File: src/hdl/rrt_pkg.sv
// Package for the relay response time tester.
// Phase type, tick limits and default constants. No dependencies.
package rrt_pkg;

    localparam int SAMPLE_COUNT = 10;
    localparam int SETTLE_W     = 16;
    localparam int TICK_W       = 24;
    localparam int NUM_W        = 7;
    localparam int AVG_W        = 31;

    localparam logic [SETTLE_W-1:0] SETTLE_RESET = 16'd500;
    localparam logic [TICK_W-1:0]   TICK_MAX     = 24'hFFFFFF;
    localparam int                  SCALE        = 100;

    typedef enum logic [1:0] {
        PH_SETTLING  = 2'd0,
        PH_MEASURING = 2'd1,
        PH_DONE      = 2'd2
    } phase_t;

endpackage

File: src/hdl/rrt_if.sv
// Channel interfaces for the relay response time tester.
// Depends on rrt_pkg for field widths.
interface rrt_tick_if;
    logic valid;
    logic ready;
    logic contact_rise;

    modport source (output valid, output contact_rise, input ready);
    modport sink   (input valid, input contact_rise, output ready);
endinterface

interface rrt_result_if;
    logic                          valid;
    logic                          ready;
    logic                          relay_drive;
    logic                          sample_valid;
    logic [rrt_pkg::NUM_W-1:0]     sample_number;
    logic [rrt_pkg::TICK_W-1:0]    response_ticks;
    logic                          done_res;
    logic [rrt_pkg::AVG_W-1:0]     average_hundredths;

    modport source (output valid, output relay_drive, output sample_valid,
                    output sample_number, output response_ticks, output done_res,
                    output average_hundredths, input ready);
    modport sink   (input valid, input relay_drive, input sample_valid,
                    input sample_number, input response_ticks, input done_res,
                    input average_hundredths, output ready);
endinterface

File: src/hdl/relay_response_time_tester.sv
// Relay response time tester, top level.
// Depends on rrt_pkg and the channel interfaces in rrt_if.sv.
//
// Channel   Dir  Payload
// tick      in   contact_rise
// result    out  relay_drive, sample_valid, sample_number, response_ticks,
//                done_res, average_hundredths
// cfg       in   cfg_wr_en, cfg_wr_data (settle_ticks)
//
// One tick transfer per cycle unless the result stalls; each result is registered.
// The mean is kept as a running quotient and remainder of the scaled sum, updated
// by a constant step and one compare-subtract on each unsaturated measuring tick.
// A tick is taken while the output register is empty or being emptied.
// Reset: settling phase, counters cleared, settle_ticks back to 500.
module relay_response_time_tester #(
    parameter int SAMPLE_COUNT = rrt_pkg::SAMPLE_COUNT
) (
    input  logic                            clk,
    input  logic                            rst_n,
    rrt_tick_if.sink                        tick,
    rrt_result_if.source                    result,
    input  logic                            cfg_wr_en,
    input  logic [rrt_pkg::SETTLE_W-1:0]    cfg_wr_data
);

    localparam int TW = rrt_pkg::TICK_W;
    localparam int NW = rrt_pkg::NUM_W;
    localparam int AW = rrt_pkg::AVG_W;
    localparam int REM_W = (SAMPLE_COUNT > 1) ? $clog2(2 * SAMPLE_COUNT) : 1;
    localparam int Q_STEP = rrt_pkg::SCALE / SAMPLE_COUNT;
    localparam int R_STEP = rrt_pkg::SCALE % SAMPLE_COUNT;
    localparam int R_INIT = SAMPLE_COUNT / 2;
    localparam logic [NW-1:0]    COUNT_N  = NW'(SAMPLE_COUNT);
    localparam logic [REM_W-1:0] DIV_N    = REM_W'(SAMPLE_COUNT);
    localparam logic [REM_W-1:0] R_STEP_V = REM_W'(R_STEP);
    localparam logic [AW-1:0]    Q_STEP_V = AW'(Q_STEP);

    rrt_pkg::phase_t phase_reg, phase_next;
    logic [rrt_pkg::SETTLE_W-1:0] settle_reg;
    logic [TW-1:0]    elapsed_reg, elapsed_next, elapsed_inc;
    logic [NW-1:0]    samples_reg, samples_next, samples_inc;
    logic [AW-1:0]    quot_reg, quot_next;
    logic [REM_W-1:0] rem_reg, rem_next, rem_sum;
    logic             unsat;
    logic             accept;

    logic             out_valid_reg;
    logic             relay_reg, relay_next;
    logic             svalid_reg, svalid_next;
    logic [NW-1:0]    snum_reg, snum_next;
    logic [TW-1:0]    resp_reg, resp_next;
    logic             done_reg, done_next;
    logic [AW-1:0]    avg_reg, avg_next;

    assign tick.ready = !out_valid_reg || result.ready;
    assign accept     = tick.valid && tick.ready;

    assign unsat       = (elapsed_reg != rrt_pkg::TICK_MAX);
    assign elapsed_inc = unsat ? elapsed_reg + TW'(1) : elapsed_reg;
    assign samples_inc = samples_reg + NW'(1);

    // phase sequencing
    always_comb
    begin
        phase_next = phase_reg;
        case (phase_reg)
            rrt_pkg::PH_SETTLING:
            begin
                if (elapsed_inc >= TW'(settle_reg))
                    phase_next = rrt_pkg::PH_MEASURING;
            end
            rrt_pkg::PH_MEASURING:
            begin
                if (tick.contact_rise)
                    phase_next = (samples_inc >= COUNT_N) ? rrt_pkg::PH_DONE
                                                          : rrt_pkg::PH_SETTLING;
            end
            default:
                phase_next = phase_reg;
        endcase
    end

    // counters, running mean and result
    always_comb
    begin
        elapsed_next = elapsed_reg;
        samples_next = samples_reg;
        quot_next    = quot_reg;
        rem_next     = rem_reg;
        rem_sum      = rem_reg + R_STEP_V;
        relay_next   = 1'b0;
        svalid_next  = 1'b0;
        snum_next    = '0;
        resp_next    = '0;
        case (phase_reg)
            rrt_pkg::PH_SETTLING:
            begin
                elapsed_next = elapsed_inc;
                if (phase_next == rrt_pkg::PH_MEASURING)
                begin
                    elapsed_next = '0;
                    relay_next   = 1'b1;
                end
            end
            rrt_pkg::PH_MEASURING:
            begin
                elapsed_next = elapsed_inc;
                relay_next   = 1'b1;
                if (unsat)
                begin
                    // sum*100 + N/2 held as quotient and remainder of N
                    if (rem_sum >= DIV_N)
                    begin
                        rem_next  = rem_sum - DIV_N;
                        quot_next = quot_reg + Q_STEP_V + AW'(1);
                    end
                    else
                    begin
                        rem_next  = rem_sum;
                        quot_next = quot_reg + Q_STEP_V;
                    end
                end
                if (tick.contact_rise)
                begin
                    resp_next    = elapsed_inc;
                    samples_next = samples_inc;
                    svalid_next  = 1'b1;
                    snum_next    = samples_inc;
                    relay_next   = 1'b0;
                    elapsed_next = '0;
                end
            end
            default:
            begin
                elapsed_next = elapsed_reg;
            end
        endcase
        done_next = (phase_next == rrt_pkg::PH_DONE);
        avg_next  = done_next ? quot_next : '0;
    end

    always_ff @(posedge clk or negedge rst_n)
    begin
        if (!rst_n)
        begin
            phase_reg     <= rrt_pkg::PH_SETTLING;
            settle_reg    <= rrt_pkg::SETTLE_RESET;
            elapsed_reg   <= '0;
            samples_reg   <= '0;
            quot_reg      <= '0;
            rem_reg       <= REM_W'(R_INIT);
            out_valid_reg <= 1'b0;
        end
        else
        begin
            if (cfg_wr_en)
                settle_reg <= cfg_wr_data;
            if (accept)
            begin
                phase_reg   <= phase_next;
                elapsed_reg <= elapsed_next;
                samples_reg <= samples_next;
                quot_reg    <= quot_next;
                rem_reg     <= rem_next;
            end
            if (accept)
                out_valid_reg <= 1'b1;
            else if (result.ready)
                out_valid_reg <= 1'b0;
        end
    end

    always_ff @(posedge clk)
    begin
        if (accept)
        begin
            relay_reg  <= relay_next;
            svalid_reg <= svalid_next;
            snum_reg   <= snum_next;
            resp_reg   <= resp_next;
            done_reg   <= done_next;
            avg_reg    <= avg_next;
        end
    end

    assign result.valid              = out_valid_reg;
    assign result.relay_drive        = relay_reg;
    assign result.sample_valid       = svalid_reg;
    assign result.sample_number      = snum_reg;
    assign result.response_ticks     = resp_reg;
    assign result.done_res           = done_reg;
    assign result.average_hundredths = avg_reg;

    a_done_sticks: assert property (@(posedge clk) disable iff (!rst_n)
        phase_reg == rrt_pkg::PH_DONE |=> phase_reg == rrt_pkg::PH_DONE)
        else $error("done phase left before reset");

    a_rem_range: assert property (@(posedge clk) disable iff (!rst_n)
        rem_reg < DIV_N || SAMPLE_COUNT == 1)
        else $error("mean remainder out of range");

    a_count_range: assert property (@(posedge clk) disable iff (!rst_n)
        samples_reg <= COUNT_N)
        else $error("sample count beyond limit");

    a_sample_nonzero: assert property (@(posedge clk) disable iff (!rst_n)
        result.valid && result.sample_valid |->
            result.response_ticks != '0 && result.sample_number != '0
            && !result.relay_drive)
        else $error("completed sample with zero count or relay on");

endmodule
File: src/flat_wrapper.sv
// flat-port wrapper written by rule: the top's interface ports become plain ports
module relay_response_time_tester_flat 
#(
    parameter int SAMPLE_COUNT = rrt_pkg::SAMPLE_COUNT
)
  (clk, rst_n, cfg_wr_en, cfg_wr_data, tick_valid, tick_contact_rise, tick_ready, result_valid, result_relay_drive, result_sample_valid, result_sample_number, result_response_ticks, result_done_res, result_average_hundredths, result_ready);
  rrt_tick_if tick_i ();
  rrt_result_if result_i ();
  input  logic clk;
  input  logic rst_n;
  input  logic cfg_wr_en;
  input  logic [rrt_pkg::SETTLE_W-1:0] cfg_wr_data;
  input wire logic [$bits(tick_i.valid)-1:0] tick_valid;
  input wire logic [$bits(tick_i.contact_rise)-1:0] tick_contact_rise;
  output wire logic [$bits(tick_i.ready)-1:0] tick_ready;
  output wire logic [$bits(result_i.valid)-1:0] result_valid;
  output wire logic [$bits(result_i.relay_drive)-1:0] result_relay_drive;
  output wire logic [$bits(result_i.sample_valid)-1:0] result_sample_valid;
  output wire logic [$bits(result_i.sample_number)-1:0] result_sample_number;
  output wire logic [$bits(result_i.response_ticks)-1:0] result_response_ticks;
  output wire logic [$bits(result_i.done_res)-1:0] result_done_res;
  output wire logic [$bits(result_i.average_hundredths)-1:0] result_average_hundredths;
  input wire logic [$bits(result_i.ready)-1:0] result_ready;
  assign tick_i.valid = tick_valid;
  assign tick_i.contact_rise = tick_contact_rise;
  assign tick_ready = tick_i.ready;
  assign result_valid = result_i.valid;
  assign result_relay_drive = result_i.relay_drive;
  assign result_sample_valid = result_i.sample_valid;
  assign result_sample_number = result_i.sample_number;
  assign result_response_ticks = result_i.response_ticks;
  assign result_done_res = result_i.done_res;
  assign result_average_hundredths = result_i.average_hundredths;
  assign result_i.ready = result_ready;
  relay_response_time_tester #(.SAMPLE_COUNT(SAMPLE_COUNT)) u_core (.clk(clk), .rst_n(rst_n), .tick(tick_i), .result(result_i), .cfg_wr_en(cfg_wr_en), .cfg_wr_data(cfg_wr_data));
endmodule
File: config.mk
export PLATFORM = sky130hd
export DESIGN_NAME = relay_response_time_tester_flat
export DESIGN_NICKNAME = d
export VERILOG_FILES = /design/src/hdl/rrt_pkg.sv /design/src/hdl/rrt_if.sv /design/src/hdl/relay_response_time_tester.sv /design/src/flat_wrapper.sv
export SDC_FILE = /design/constraint.sdc
export NUM_CORES = 1
export LEC_CHECK = 0
export ABC_CLOCK_PERIOD_IN_PS = 9700
export BUFFER_PORTS_ARGS = -buffer_cell sky130_fd_sc_hd__buf_2
export CAP_MARGIN = 10
export CORE_MARGIN = 2
export CORE_UTILIZATION = 50
export CTS_CLUSTER_DIAMETER = 50
export CTS_CLUSTER_SIZE = 14
export DETAILED_ROUTE_END_ITERATION = 16
export PLACE_DENSITY = 0.69
export REMOVE_ABC_BUFFERS = 1
export SLEW_MARGIN = 15
export SYNTH_ARGS = -nofsm -noshare
export SYNTH_HDL_FRONTEND = slang
export SYNTH_SLANG_ARGS = --single-unit
File: constraint.sdc
create_clock -name clk -period 9.7 [get_ports clk]
set_input_delay 2.425 -clock clk [delete_from_list [all_inputs] [get_ports clk]]
set_output_delay 2.425 -clock clk [all_outputs]
set_load 0.05 [all_outputs]
==> results.toml <==
[outcome]
status = "complete, no violations"

[grt]
grt_first_pass_wirelength_mm = 32.57
grt_pass1_vias = 6358
antenna_found_initial = 0
grtUsageTotal_pct = 22.49
overflow = 0
grt_max_degree = 79

[synth]
yosys_register_bits = 150
synth.mux.area_fraction_pct = 0.9822
synth_area_per_cell_sq_um = 9.487
synthCells = 913
async_flop_share_pct = 56.67
synth-edff-count = 65
ys_warn_count = 0
yosysTopAreaCell = "dfrtp_1"
synthAdderAreaFrac_pct = 3.322
synth_top_family_by_area = "simple AND/OR/NAND/NOR gates"
ys.flop_type = "dfrtp_1"
syn_area_sq_um = 8662
synth_top_area_share_pct = 22.53
synthXorXnorAreaFrac_pct = 10.31
synth_simple_gate_area_share_pct = 22.14
synth-compound-area-share_pct = 11.90
ys_top_cells_by_area = "dfrtp_1 (23%), edfxtp_1 (23%), xnor2_1 (5.4%)"
yosysSeqAreaShare_pct = 47.19
synth_cell_types = 73

[setup_path]
r2r_end = "u_core.elapsed_reg[10]"
cp_slowest_stage_delay_ps = 220
crit_slowest_cell = "buf_2"
r2r-start = "u_core.elapsed_reg[0]"
worstPathRequired_ps = 7280
path_max_fanout = 3
cp_data_arrival_time_ps = 2890
path_common_cell = "buf_2"
start_kind = "input pin"
cp-end-kind = "output pin"
path_cells = "buf_2 > nand2b_1 > buf_2"
reg2reg_slack_ps = 5070
reg2reg_depth = 15
path_class = "in -> out"

[layout]
multiInputGateArea_sq_um = 4238
syn2layout_area_growth_pct = 13.58
fillers = 1515
register_area_sq_um = 4088
drive_above_1_share_pct = 15.82
final_util_pct = 57.48
nNetsFinal = 1018
final_common_cell = "nor2_1"
final_cell_area_sq_um = 9838
antenna_cells = 0
final_cell_mix = "nor2_1 (99), nand2_1 (92), buf_2 (87)"

[placed_design]
dpl.hpwl_mm = 13.38
dpl-instance-area_sq_um = 9245
place.gp.congestion = 0.8873
port_buffers = 88

[timing]
fin_skew_ps = 9.597
finalSetupTns_ps = 0
rsz0062_at_grt = "no"
layout_min_cycle_time_ps = 5318
tightest_slew_ps = 996.4
hold_viol_final = 0
fin_hold_ws_ps = 505.4
slew_headroom_pct = 33.57
setup_viol = 0
max_clock_freq_mhz = 188.0
min_period_over_period_pct = 54.83
drv_slew = 0

[power]
switching_power_mw = 0.7456
power_frac_comb_pct = 27.6
power_frac_seq_pct = 40.2
power.leakage_nw = 4.065
clkPwrFrac_pct = 32.2
p_sw_share_pct = 36.21
power_density_nw_per_um2 = 209.3
vdd_drop_max_mv = 0.1383
intPower_mw = 1.313

[clocking]
numCtsBuffers = 17
cts_max_level = 4
clkLatencyLatePin_ps = 430
cts.sinks = 150
post_cts_buffers = 0
ctsResizeCount = 0
cts_max_path_buffers = 2
path_clk_slew_ps = 60
cts_tree = "built"
clockRootBuffer = "clkbuf_16"
cts_hold_buf = 0

[min_path]
hp-start = "u_core.rem_reg[2]"
worstHoldPathType = "reg -> reg"
hold_end = "u_core.rem_reg[2]"
whs_path_depth = 2

[die]
coreArea_sq_um = 17120
die_x_um = 135.6
io_pins = 89
die_h_um = 135.6
initial_utilization_pct = 50.61
die_area_sq_um = 18390
rows = 48

[drt]
wl_mm = 19.68
via_count = 6793
drtIter0Drc = 559
viasPerCell = 5.609
ant_nets = 0
dr.pass1.iters = 5
wire_per_inst_um = 16.25
drc = 0

[flow_run]
cap_violations = 0
critical path, delay by kind of cell:
kind,cells,cell delay [ps]
buffers and inverters,2,310
AND/OR/NAND/NOR,1,150
cell type report:
class | instances | area share (%)
Tap cell | 225 | 2.862
Sequential cell | 150 | 41.55
Clock buffer | 20 | 4.540
Inverter | 36 | 1.374
Clock inverter | 12 | 1.450
Timing Repair Buffer | 96 | 5.151
Multi-Input combinational cell | 672 | 43.08
cell usage after synthesis, types with 8 or more instances:
master / instances
o21ai_0: 52
nand3_1: 34
ha_1: 23
nand2b_1: 16
nand2_1: 92
nand4_1: 15
and2_1: 24
xnor2_1: 53
edfxtp_1: 65
a21oi_1: 29
or3_1: 15
and3_1: 13
dfrtp_1: 78
xor2_1: 49
nor2_1: 99
clkbuf_1: 44
nor3b_1: 8
or4_1: 8
nor3_1: 19
inv_1: 36
o211ai_1: 8
nor4_1: 10
kinds of logic after synthesis:
logic type               count (synthesis)
adder cells (fa/ha/maj)                 23
multiplexers                             8
XOR/XNOR                               102
AND/OR/NAND/NOR                        380
buffers and inverters                   91
AO/OA/AOI/OAI                          159
flip-flops                             150
power groups by stage:
stage	Combinational [mW]	Clock, mW	Sequential, mW
floorplan	0.346	0	0.880
detailed placement	0.567	0	0.839
global placement	0.556	0	0.837
CTS	0.571	0.672	0.827
finish	0.567	0.664	0.828
global route	0.637	0.700	0.841
how the worst max path moves through the flow:
| stage | start | end | slack [ps] | cells past startpoint |
|---|---|---|---|---|
| detailed placement | result_ready | u_core.elapsed_reg[10] | 4050 | 8 |
| CTS | result_ready | tick_ready | 4380 | 3 |
| floorplan | result_ready | u_core.elapsed_reg[10] | 2980 | 6 |
| finish | result_ready | tick_ready | 4380 | 3 |
| global route | result_ready | u_core.elapsed_reg[17] | 4160 | 8 |
| global placement | result_ready | u_core.elapsed_reg[8] | 4140 | 8 |
per-stage QoR:
step	setup slack (ps)	instances	total power, mW
floorplan	2975	858	1.226
global placement	4143	1179	1.393
detailed placement	4053	1179	1.406
CTS	4383	1211	2.070
global route	4159	1211	2.177
finish	4382	1211	2.059
per-layer routing:
layer,vias up,track usage (%),routed length (um)
met5,-,0,0
met3,34,3.741,897
met1,3261,33.33,9779
li1,3332,-,-
met2,166,33.31,8608
met4,0,7.986,399
Note: power is estimated with default switching activity, not from simulation.
